===== src/hw/rtl/xpt_pkg.sv =====
// ----------------------------------------------------------------------------
// xpt_pkg : shared definitions for the XNOR-popcount threshold engine
// Word geometry, register indexes, default limits and the popcount helper.
// ----------------------------------------------------------------------------
package xpt_pkg;

  localparam int WORD_BITS           = 32;
  localparam int WORD_LSB            = 5;     // log2 of the word size
  localparam int DEF_MAX_KERNEL_BITS = 4096;
  localparam int DEF_MAX_CHANNELS    = 1024;

  localparam int KB_W   = 13;                 // kernel_bits register width
  localparam int CO_R_W = 11;                 // channels_out register width
  localparam int CFG_W  = 13;                 // widest register
  localparam int IDX_W  = 2;
  localparam int THR_W  = 16;
  localparam int USED_W = 6;
  localparam int PC_W   = 6;

  localparam logic [IDX_W-1:0] CFG_KERNEL_BITS  = 2'd0;
  localparam logic [IDX_W-1:0] CFG_CHANNELS_OUT = 2'd1;

  localparam logic [KB_W-1:0]   KB_RESET = 13'd32;
  localparam logic [CO_R_W-1:0] CO_RESET = 11'd32;

  // Filter-end decisions handed from the lanes to the packer
  typedef struct packed {
    logic take;
    logic hit_t0;
    logic hit_t1;
  } xpt_dec_t;

  // adder tree, five levels deep
  function automatic logic [PC_W-1:0] popcount32(input logic [WORD_BITS-1:0] x);
    logic [1:0] s2 [16];
    logic [2:0] s4 [8];
    logic [3:0] s8 [4];
    logic [4:0] s16 [2];
    for (int i = 0; i < 16; i++) begin
      s2[i] = {1'b0, x[2*i]} + {1'b0, x[2*i+1]};
    end
    for (int i = 0; i < 8; i++) begin
      s4[i] = {1'b0, s2[2*i]} + {1'b0, s2[2*i+1]};
    end
    for (int i = 0; i < 4; i++) begin
      s8[i] = {1'b0, s4[2*i]} + {1'b0, s4[2*i+1]};
    end
    for (int i = 0; i < 2; i++) begin
      s16[i] = {1'b0, s8[2*i]} + {1'b0, s8[2*i+1]};
    end
    return {1'b0, s16[0]} + {1'b0, s16[1]};
  endfunction

endpackage


===== src/hw/rtl/xpt_lane.sv =====
// ----------------------------------------------------------------------------
// xpt_lane : one time-step lane
// XNOR against the weight word, masked popcount, running sum and threshold.
// ----------------------------------------------------------------------------
module xpt_lane #(
  parameter int MAX_KERNEL_BITS = xpt_pkg::DEF_MAX_KERNEL_BITS
) (
  input  logic                                 clk,
  input  logic                                 rst,
  input  logic                                 accept,
  input  logic                                 last_word,
  input  logic [xpt_pkg::WORD_BITS-1:0]        mask,
  input  logic [xpt_pkg::WORD_BITS-1:0]        act,
  input  logic [xpt_pkg::WORD_BITS-1:0]        weight,
  input  logic signed [xpt_pkg::THR_W-1:0]     threshold,
  output logic                                 hit
);
  import xpt_pkg::*;

  localparam int SUM_W = $clog2(MAX_KERNEL_BITS + 1);
  localparam int CMP_W = (SUM_W + 1 > THR_W + 1) ? SUM_W + 1 : THR_W + 1;

  logic [SUM_W-1:0]        sum;
  logic [SUM_W-1:0]        sum_next;
  logic [PC_W-1:0]         pc;
  logic signed [CMP_W-1:0] lhs;
  logic signed [CMP_W-1:0] rhs;

  assign pc       = popcount32(~(act ^ weight) & mask);
  assign sum_next = sum + SUM_W'(pc);
  assign lhs      = $signed(CMP_W'(sum_next));
  assign rhs      = CMP_W'(threshold);

  always_ff @(posedge clk) begin
    if (rst) begin
      sum <= '0;
    end else if (accept) begin
      sum <= last_word ? '0 : sum_next;
    end
  end

  always_ff @(posedge clk) begin
    if (accept && last_word) begin
      hit <= (lhs >= rhs);
    end
  end

endmodule


===== src/hw/rtl/xpt_packer.sv =====
// ----------------------------------------------------------------------------
// xpt_packer : merge stage
// Packs the lanes' decision bits MSB first and holds the output register.
// ----------------------------------------------------------------------------
module xpt_packer #(
  parameter int MAX_CHANNELS = xpt_pkg::DEF_MAX_CHANNELS
) (
  input  logic                                   clk,
  input  logic                                   rst,
  input  xpt_pkg::xpt_dec_t                      dec,
  input  logic [$clog2(MAX_CHANNELS + 1)-1:0]    co_eff,
  input  logic                                   out_ready,
  output logic                                   space,
  output logic                                   out_valid,
  output logic [xpt_pkg::WORD_BITS-1:0]          out_t0,
  output logic [xpt_pkg::WORD_BITS-1:0]          out_t1,
  output logic [xpt_pkg::USED_W-1:0]             out_used,
  output logic                                   out_end
);
  import xpt_pkg::*;

  localparam int CO_W = $clog2(MAX_CHANNELS + 1);

  logic [WORD_BITS-1:0] pack_t0;
  logic [WORD_BITS-1:0] pack_t1;
  logic [USED_W-1:0]    fill;
  logic [CO_W-1:0]      chan;

  logic [WORD_BITS-1:0] pack_t0_next;
  logic [WORD_BITS-1:0] pack_t1_next;
  logic [USED_W-1:0]    fill_next;
  logic [CO_W-1:0]      chan_next;
  logic [WORD_LSB-1:0]  pos;
  logic                 done;
  logic                 emit;

  assign space = !out_valid || out_ready;

  always_comb begin
    pos          = WORD_LSB'(WORD_BITS - 1) - fill[WORD_LSB-1:0];
    pack_t0_next = pack_t0 | (WORD_BITS'(dec.hit_t0) << pos);
    pack_t1_next = pack_t1 | (WORD_BITS'(dec.hit_t1) << pos);
    fill_next    = fill + USED_W'(1);
    chan_next    = chan + CO_W'(1);
    done         = (chan_next >= co_eff);
    emit         = (fill_next == USED_W'(WORD_BITS)) || done;
  end

  always_ff @(posedge clk) begin
    if (rst) begin
      pack_t0   <= '0;
      pack_t1   <= '0;
      fill      <= '0;
      chan      <= '0;
      out_valid <= 1'b0;
    end else begin
      if (out_valid && out_ready) begin
        out_valid <= 1'b0;
      end
      if (dec.take) begin
        if (emit) begin
          pack_t0   <= '0;
          pack_t1   <= '0;
          fill      <= '0;
          chan      <= done ? '0 : chan_next;
          out_valid <= 1'b1;
        end else begin
          pack_t0 <= pack_t0_next;
          pack_t1 <= pack_t1_next;
          fill    <= fill_next;
          chan    <= chan_next;
        end
      end
    end
  end

  always_ff @(posedge clk) begin
    if (dec.take && emit) begin
      out_t0   <= pack_t0_next;
      out_t1   <= pack_t1_next;
      out_used <= fill_next;
      out_end  <= done;
    end
  end

endmodule


===== src/hw/rtl/xnor_popcount_threshold_engine.sv =====
// ----------------------------------------------------------------------------
// xnor_popcount_threshold_engine : binary layer engine, top level
// Two time-step lanes accumulate XNOR popcounts per filter; the packer
// gathers the threshold decisions into 32-bit output words.
// ----------------------------------------------------------------------------
// Usage:
//  - Input stream (s_t*): one item per weight word of the current filter,
//    with the two aligned activation words and the filter's threshold.
//    A filter spans ceil(kernel_bits/32) items; only the last one's
//    threshold is used.
//  - Output stream (m_t*): one item whenever 32 channel decisions have
//    been packed or the layer's last channel is done (then tlast is set).
//  - Config port: cfg_we/cfg_index/cfg_data, write only, taken on any edge
//    with cfg_we high; index 0 is kernel_bits, 1 is channels_out, others
//    are dropped. Write only while the block is idle.
// Timing: one input item per cycle sustained while s_tready stays high. The
// lanes' popcount, sum and threshold compare finish in the cycle of
// acceptance; the decision is registered, then packed and loaded into the
// output register that drives m_tvalid once the packer has space.
// Stalls: while m_tready is low a held result blocks only the decision
// stage; s_tready drops once that stage is also occupied.
// Reset (rst, synchronous): clears sums, counters and packing state and
// sets kernel_bits = 32, channels_out = 32.
// ----------------------------------------------------------------------------
module xnor_popcount_threshold_engine #(
  parameter int MAX_KERNEL_BITS = xpt_pkg::DEF_MAX_KERNEL_BITS,
  parameter int MAX_CHANNELS    = xpt_pkg::DEF_MAX_CHANNELS
) (
  input  logic                        clk,
  input  logic                        rst,
  // input stream
  input  logic                        s_tvalid,
  output logic                        s_tready,
  input  logic [111:0]                s_tdata,  // act_t0, act_t1, weight_word, threshold
  // output stream
  output logic                        m_tvalid,
  input  logic                        m_tready,
  output logic [71:0]                 m_tdata,  // packed_t0, packed_t1, bits_used, zero pad
  output logic                        m_tlast,  // layer_end
  // configuration
  input  logic                        cfg_we,
  input  logic [xpt_pkg::IDX_W-1:0]   cfg_index,
  input  logic [xpt_pkg::CFG_W-1:0]   cfg_data
);
  import xpt_pkg::*;

  localparam int WORDS_MAX = (MAX_KERNEL_BITS + WORD_BITS - 1) / WORD_BITS;
  localparam int WI_W      = (WORDS_MAX > 1) ? $clog2(WORDS_MAX) : 1;
  localparam int CO_W      = $clog2(MAX_CHANNELS + 1);

  // configuration registers
  logic [KB_W-1:0]   kernel_bits;
  logic [CO_R_W-1:0] channels_out;

  always_ff @(posedge clk) begin
    if (rst) begin
      kernel_bits  <= KB_RESET;
      channels_out <= CO_RESET;
    end else if (cfg_we) begin
      unique case (cfg_index)
        CFG_KERNEL_BITS:  kernel_bits  <= cfg_data;
        CFG_CHANNELS_OUT: channels_out <= CO_R_W'(cfg_data);
        default: ;
      endcase
    end
  end

  // clamp to the supported range
  logic [31:0]          kb_eff;
  logic [31:0]          co_wide;
  logic [31:0]          last_idx;
  logic [WORD_BITS-1:0] mask;

  always_comb begin
    kb_eff = 32'(kernel_bits);
    if (kb_eff == 32'd0) begin
      kb_eff = 32'd1;
    end else if (kb_eff > 32'(MAX_KERNEL_BITS)) begin
      kb_eff = 32'(MAX_KERNEL_BITS);
    end
    co_wide = 32'(channels_out);
    if (co_wide == 32'd0) begin
      co_wide = 32'd1;
    end else if (co_wide > 32'(MAX_CHANNELS)) begin
      co_wide = 32'(MAX_CHANNELS);
    end
    last_idx = (kb_eff - 32'd1) >> WORD_LSB;
  end

  // filter sequencing
  logic [WI_W-1:0] word_index;
  logic            accept;
  logic            last_word;

  assign accept    = s_tvalid && s_tready;
  assign last_word = (32'(word_index) >= last_idx);

  // only the top (kernel_bits mod 32) bits of a filter's last word count
  always_comb begin
    mask = '1;
    if (last_word && (kb_eff[WORD_LSB-1:0] != '0)) begin
      mask = ~({WORD_BITS{1'b1}} >> kb_eff[WORD_LSB-1:0]);
    end
  end

  always_ff @(posedge clk) begin
    if (rst) begin
      word_index <= '0;
    end else if (accept) begin
      word_index <= last_word ? '0 : word_index + WI_W'(1);
    end
  end

  // lanes, one per time step
  logic hit_t0;
  logic hit_t1;

  xpt_lane #(.MAX_KERNEL_BITS(MAX_KERNEL_BITS)) u_lane_t0 (
    .clk       (clk),
    .rst       (rst),
    .accept    (accept),
    .last_word (last_word),
    .mask      (mask),
    .act       (s_tdata[31:0]),
    .weight    (s_tdata[95:64]),
    .threshold ($signed(s_tdata[111:96])),
    .hit       (hit_t0)
  );

  xpt_lane #(.MAX_KERNEL_BITS(MAX_KERNEL_BITS)) u_lane_t1 (
    .clk       (clk),
    .rst       (rst),
    .accept    (accept),
    .last_word (last_word),
    .mask      (mask),
    .act       (s_tdata[63:32]),
    .weight    (s_tdata[95:64]),
    .threshold ($signed(s_tdata[111:96])),
    .hit       (hit_t1)
  );

  // decision stage: valid only for filter-ending items
  logic     s1_valid;
  logic     space;
  logic     s2_take;
  xpt_dec_t dec;

  assign s2_take  = s1_valid && space;
  assign s_tready = !s1_valid || space;

  always_ff @(posedge clk) begin
    if (rst) begin
      s1_valid <= 1'b0;
    end else if (accept) begin
      s1_valid <= last_word;
    end else if (s2_take) begin
      s1_valid <= 1'b0;
    end
  end

  assign dec.take   = s2_take;
  assign dec.hit_t0 = hit_t0;
  assign dec.hit_t1 = hit_t1;

  // merge stage
  logic [WORD_BITS-1:0] packed_t0;
  logic [WORD_BITS-1:0] packed_t1;
  logic [USED_W-1:0]    bits_used;

  xpt_packer #(.MAX_CHANNELS(MAX_CHANNELS)) u_packer (
    .clk       (clk),
    .rst       (rst),
    .dec       (dec),
    .co_eff    (CO_W'(co_wide)),
    .out_ready (m_tready),
    .space     (space),
    .out_valid (m_tvalid),
    .out_t0    (packed_t0),
    .out_t1    (packed_t1),
    .out_used  (bits_used),
    .out_end   (m_tlast)
  );

  assign m_tdata = {2'b00, bits_used, packed_t1, packed_t0};

  // checks
  a_used_range: assert property (@(posedge clk) disable iff (rst)
    m_tvalid |-> (bits_used != '0) && (bits_used <= USED_W'(WORD_BITS)))
    else $error("bits_used out of range");

  a_tail_zero: assert property (@(posedge clk) disable iff (rst)
    m_tvalid && (bits_used < USED_W'(WORD_BITS)) |->
      ((packed_t0 << bits_used) == '0) && ((packed_t1 << bits_used) == '0))
    else $error("bits below bits_used not zero");

  a_stall_cause: assert property (@(posedge clk) disable iff (rst)
    !s_tready |-> s1_valid && m_tvalid && !m_tready)
    else $error("input stalled without a blocked result");

  a_result_source: assert property (@(posedge clk) disable iff (rst)
    $rose(m_tvalid) |-> $past(s2_take))
    else $error("result appeared without a packed decision");

endmodule

===== config.mk =====
export PLATFORM = sky130hd
export DESIGN_NAME = xnor_popcount_threshold_engine
export DESIGN_NICKNAME = d
export VERILOG_FILES = /design/src/hw/rtl/xpt_pkg.sv /design/src/hw/rtl/xpt_lane.sv /design/src/hw/rtl/xpt_packer.sv /design/src/hw/rtl/xnor_popcount_threshold_engine.sv
export SDC_FILE = /design/constraint.sdc
export NUM_CORES = 1
export LEC_CHECK = 0
export BUFFER_PORTS_ARGS = -buffer_cell sky130_fd_sc_hd__clkbuf_2
export CAP_MARGIN = 30
export CORE_UTILIZATION = 40
export DETAILED_ROUTE_END_ITERATION = 12
export SLEW_MARGIN = 20
export SYNTH_ARGS = -nofsm -noshare
export SYNTH_HDL_FRONTEND = slang
export SYNTH_SLANG_ARGS = --single-unit

===== constraint.sdc =====
create_clock -name clk -period 26 [get_ports clk]
set_input_delay 3.9 -clock clk [delete_from_list [all_inputs] [get_ports clk]]
set_output_delay 3.9 -clock clk [all_outputs]
set_load 0.005 [all_outputs]

Yosys cells after proc, flatten, opt, wreduce, memory -nomap -nowiden
Index checks and enable logic that the tools add are counted.
- bits in registers: 213
- bits in latches: 0
- memory bits (writable): 0
- ROM bits: 0
- input bits: 132
- output and inout bits: 75
- logic and storage cells: 142
- memories: 0
- $add $sub $neg: 69
- multiply operators: 0
- divide/modulo/power cells: 0
- order comparisons: 6
- equal/unequal tests: 2
- shift operators: 3
- multiplexer cells: 18
- bitwise operators: 9
- reduce and logical (&&, ||, !) cells: 18
- operators with widths (cell ; number):
    2-to-1 mux 32 bit ; 3
    inverter 32 bit ; 3
    adder 1 x 1 -> 2 bit ; 32
    AND 32 bit ; 2
    bitwise OR 32 bit ; 2
    left shift 1 x 5 -> 32 bit ; 2
    bitwise XOR 32 bit ; 2
    2-to-1 mux 13 bit ; 4
    adder 2 x 2 -> 3 bit ; 16
    2-to-1 mux 11 bit ; 4
    adder 3 x 3 -> 4 bit ; 8
    >= comparator 14 x 16 -> 1 bit ; 2
    >> shifter 32 x 5 -> 32 bit, first input constant ; 1
    subtractor 32 x 1 -> 32 bit, second input constant ; 1
    >= comparator 7 x 27 -> 1 bit ; 1
    adder 13 x 6 -> 13 bit ; 2
    adder 4 x 4 -> 5 bit ; 4
    greater-than comparator 13 bit, second input constant ; 1
    zero test 13 bit ; 1
    adder 5 x 5 -> 6 bit ; 2
    adder 11 x 1 -> 11 bit, second input constant ; 1
    >= comparator 11 bit ; 1
    greater-than comparator 11 bit, second input constant ; 1
    zero test 11 bit ; 1
    other kinds (15) ; 28

Logic depth before layout (Yosys ltp)
- depth in word-level cells: 15
- depth in mapped cells: 39
- gate-level depth less buffers: 37

By module
From an unflattened synthesis, not the netlist that was laid out.
- cells, all modules: 1449
- area, all modules: 13389.1 µm²
- by module, submodules not included (module ; times used ; cells an instance ; area each (µm²) ; seq. area each (µm²)):
    xpt_packer ; 1 ; 593 ; 6555.0 ; 3773.6
    xpt_lane at u_lane_t1 ; 1 ; 288 ; 2402.3 ; 290.3
    xpt_lane at u_lane_t0 ; 1 ; 286 ; 2394.8 ; 290.3
    xnor_popcount_threshold_engine ; 1 ; 282 ; 2037.0 ; 640.6

Worst setup path before layout
No wires, ideal clock.
- path type: input-to-reg
- start: input port s_tdata[81]
- end: register u_lane_t1.hit, data pin
- setup time: 0.266 ns
- data arrival time: 9.874 ns
- required time: 25.734 ns
- path slack: 15.860 ns
- stages: 23
- path buffers: 0
- cell sequence: xnor2_1 > o21ai_0 > fa_1 > fa_1 > inv_1 > fa_1 > inv_1 > fa_1 > fa_1 > fa_1 > fa_1 > fa_1 > nor2b_1 > o31a_1 > o21ai_0 > a21boi_0 > nor2_1 > ha_1 > a211o_1 > a41oi_1 > o21ai_0 > a221oi_1 > o21ai_0
- cells in the longest elaborated chain, start to end: 10
- ends and longest elaborated chain (item ; RTL line ; RTL):
    start: declaration ; xnor_popcount_threshold_engine.sv:34 ; input logic [111:0] s_tdata,
    bitwise XOR 32 bit ; xpt_lane.sv:29 ; assign pc = popcount32(~(act ^ weight) & mask);
    inverter 32 bit ; xpt_lane.sv:29 ;
    AND 32 bit ; xpt_lane.sv:29 ;
    adder 1 x 1 -> 2 bit ; xpt_pkg.sv:40 ; s2[i] = {1'b0, x[2*i]} + {1'b0, x[2*i+1]};
    adder 2 x 2 -> 3 bit ; xpt_pkg.sv:43 ; s4[i] = {1'b0, s2[2*i]} + {1'b0, s2[2*i+1]};
    adder 3 x 3 -> 4 bit ; xpt_pkg.sv:46 ; s8[i] = {1'b0, s4[2*i]} + {1'b0, s4[2*i+1]};
    adder 4 x 4 -> 5 bit ; xpt_pkg.sv:49 ; s16[i] = {1'b0, s8[2*i]} + {1'b0, s8[2*i+1]};
    adder 5 x 5 -> 6 bit ; xpt_pkg.sv:51 ; return {1'b0, s16[0]} + {1'b0, s16[1]};
    adder 13 x 6 -> 13 bit ; xpt_lane.sv:30 ; assign sum_next = sum + SUM_W'(pc);
    >= comparator 14 x 16 -> 1 bit ; xpt_lane.sv:44 ; hit <= (lhs >= rhs);
    end signal: assignment ; xpt_lane.sv:44 ;
    end: declaration ; xpt_lane.sv:16 ; output logic hit
Every way passes these cells.
A chain may end at the register's enable or synchronous reset.

Worst setup path after layout
Ends and elaborated chain as after synthesis.

==> impl_metrics.csv <==
group,metric,value,unit
yosys,synth_area_leaders,"dfxtp_1 (22%), edfxtp_1 (17%), fa_1 (8.2%), ha_1 (7.7%), xnor2_1 (5.2%)",
critical_path,crit_path_end_kind,"flip-flop",
route,vias_per_cell,5.25,
clock_network,clock_latency,0.51,ns
timing,fmax,97.9,MHz
layout,final_util,47.8,%
power,p_leak,6.88,nW
clock_network,cts_hold_buf,0,
floorplanning,core_area,0.0309,mm^2
outcome,status,"complete, no violations",
critical_path,max_stage_delay,0.54,ns
critical_path,cp.arrival,10.45,ns
route,drc,0,
min_path,min_to,"u_lane_t0.sum[6]",
global_route,antenna_found_initial,0,
clock_network,tritoncts,"yes",
critical_path,r2r_start,"kernel_bits[3]",
clock_network,cts_root_buf,"clkbuf_16",
route,wl_per_cell,16.2,um
placement,placed_area,0.0140,mm^2
floorplanning,rows,64,
placement,post-place-ws,15.21,ns
global_route,grt_pass1_vias,9928,
floorplanning,die_y,180,um
layout,nets,1776,
route,drt_iter0_drc,630,
timing,hold_viol,0,
critical_path,crit_type,"primary input to flip-flop",
min_path,min_path_type,"flip-flop to flip-flop",
power,clkPwrFrac,14.6,%
global_route,grt_pass1_wl,51200,um
route,vias,10100,
min_path,hp-start,"u_lane_t0.sum[6]",
timing,tns,0,ns
critical_path,start_kind,"primary input",
timing,holdWs,0.463,ns
layout,drive_gt1_share,18.1,%
power,internal_power,1.22,mW
timing,slew_viol_final,0,
yosys,syn_area_per_cell,9.47,um^2
layout,diodes,0,
yosys,synth_seq_area_share,39.3,%
critical_path,r2r-end,"u_lane_t1.hit",
global_route,grt.total_usage,19.2,%
yosys,ys_warn_count,0,
floorplanning,die_w,180,um
timing,setup_viol,0,
timing,finalCriticalPeriod,10.21,ns
timing,relSlewSlack,35.3,%
timing,fin_crit_sh,39.3,%
power,p_comb_share,69.2,%
critical_path,critPathSlowestCell,"fa_1",
timing,worst_pin_slew,0.963,ns
yosys,synth_seq_cells,213,
timing,timing.final.ws_setup,15.79,ns
power,p_sw_share,44.8,%
critical_path,cp.required,26.24,ns
floorplanning,die-area,0.0325,mm^2
yosys,synth-edff-count,73,
power,p_per_area,150,mW/mm^2
clock_network,cts_setup_buffers,0,
critical_path,crit_path_frequent_cell,"fa_1",
yosys,synth_top_area_share,22.0,%
power,seqPwrFrac,16.2,%
clock_network,cts_resized,0,
layout,areaGrowthSynthToFinish,16.2,%
critical_path,crit_path_max_fanout,3,
route,drt_pass1_iterations,5,
clock_network,numCtsBuffers,23,
global_route,gr-total-overflow,0,
clock_network,cts_sinks,213,
yosys,synthFlopType,"dfxtp_1",
yosys,async_flop_share,0,%
route,postRouteAntennaNets,0,
critical_path,r2r_setup_slack,15.89,ns
layout,final_area,0.0148,mm^2
yosys,synth_top_cell_by_area,"dfxtp_1",
route,wl,31200,um
timing,skew,0.0214,ns
power,switching_power,993,uW
critical_path,reg2reg_depth,31,
placement,portBuffers,204,
min_path,worstHoldPathCells,2,
placement,hpwl,23400,um
yosys,synth_most_common_cell,"dfxtp_1",
clock_network,clk_pin_slew,0.06,ns
yosys,synthCells,1343,
yosys,ys_types,67,
yosys,synth.cell_area,0.0127,mm^2
yosys,synth_commonest_cells,"dfxtp_1 (140), nand2_1 (133), a21oi_1 (131), nor3_1 (80), ha_1 (78)",
power,ir_drop,0.236,mV
clock_network,clock_path_buffers,3,
global_route,grt_start_max_net_pins,72,
floorplanning,start_util,41.1,%
job,drv_cap,0,
timing,rsz0062_at_grt,"no",
clock_network,htreeDepth,1,
floorplanning,pin_count,207,
placement,gp_congestion,0.899,
critical_path,crit_chain,"clkbuf_2, xnor2_1, o21ai_0, fa_1, fa_1, inv_1, fa_1, inv_1, fa_1, fa_1, fa_1, fa_1, fa_1, nor2b_1, o31a_1, o21ai_0, a21boi_0, nor2_1, ha_1, a211o_1, a41oi_1, o21ai_0, a221oi_1, o21ai_0",
through the flow:
stage	total power, mW	instances
CTS	2.25	1925
global placement	1.88	1884
detailed placement	1.91	1884
floorplan	1.55	1344
finish	2.22	1926
global route	2.50	1926
critical path: cells and delay by family:
kind	cells	cell delay (ns)
buf+inv	3	0.22
compound gates	9	1.55
simple gates	2	0.29
xor+xnor	1	0.13
fa+ha+maj	9	4.34
cell usage in the layout, fill, tap and decap left out, types with 6 or more instances in the layout:
cell type	count
a21o_1	73
a21oi_1	131
a22o_1	8
a31oi_1	14
a32o_1	6
and2_1	10
and3_1	7
buf_4	8
clkbuf_16	23
clkbuf_2	203
dfxtp_1	140
edfxtp_1	73
fa_1	52
ha_1	78
inv_1	76
mux2i_1	11
nand2_1	133
nand2b_1	10
nand3_1	29
nand4_1	9
nor2_1	73
nor2b_1	15
nor3_1	79
nor3b_1	7
o21a_1	8
o21ai_0	38
o21ai_1	9
o21ai_2	8
xnor2_1	75
xor2_1	28
power by group through the flow:
| stage | clock, mW | sequential (mW) | combinational [mW] |
|---|---|---|---|
| 5_1_grt | 0.345 | 0.360 | 1.80 |
| 2_1_floorplan | 0 | 0.364 | 1.19 |
| 6_report | 0.324 | 0.359 | 1.53 |
| 3_5_place_dp | 0 | 0.367 | 1.55 |
| 3_3_place_gp | 0 | 0.366 | 1.52 |
| 4_1_cts | 0.332 | 0.359 | 1.56 |
routing by layer:
layer | up-vias | track usage (%) | part of all wire [%]
met5 | - | 0 | 0
met4 | 0 | 4.48 | 2.0
met3 | 42 | 2.12 | 4.5
met2 | 298 | 33.1 | 48
met1 | 4724 | 25.8 | 46
li1 | 5048 | - | -
kinds of logic (layout without fill, tap and decap cells):
logic type | Yosys count | count (layout) | synth area share (%)
AOI/OAI and AO/OA | 331 | 331 | 16.7
xor gates and xnor gates | 103 | 103 | 7.09
adders and majority gates | 130 | 130 | 15.9
buffers and inverters | 144 | 330 | 4.61
DFF | 213 | 213 | 39.3
muxes | 11 | 11 | 0.866
other | 1 | 2 | 0.0295
and+or+nand+nor | 410 | 410 | 15.6
cell type report:
cell class | instances | area (um^2)
multi-input combinational | 987 | 7160
sequential | 213 | 4990
timing repair buffer | 212 | 1090
fill | 2999 | 16100
tap | 396 | 495
clock buffer | 28 | 624
inverter | 77 | 289
clock inverter | 13 | 123
sequential cells by signal, indices dropped and copies added (netlist names), 6 cells and up:
name	cells
u_packer.chan	11
u_lane_t1.sum	13
u_packer.out_t0	32
u_lane_t0.sum	13
word_index	7
channels_out	11
u_packer.out_t1	32
u_packer.out_used	6
kernel_bits	13
u_packer.pack_t1	32
u_packer.pack_t0	32
u_packer.fill	6
how the worst max path moves through the flow:
stage | from | to | slack (ns) | cells past startpoint
4_1_cts | s_tdata[81] | u_lane_t1.hit | 15.73 | 24
2_1_floorplan | s_tdata[81] | u_lane_t1.hit | 15.86 | 23
3_3_place_gp | s_tdata[81] | u_lane_t1.hit | 15.36 | 24
5_1_grt | kernel_bits[3] | u_lane_t1.hit | 15.21 | 31
6_report | s_tdata[81] | u_lane_t1.hit | 15.79 | 24
3_5_place_dp | s_tdata[81] | u_lane_t1.hit | 15.21 | 24
(Power assumes the default switching activity.)
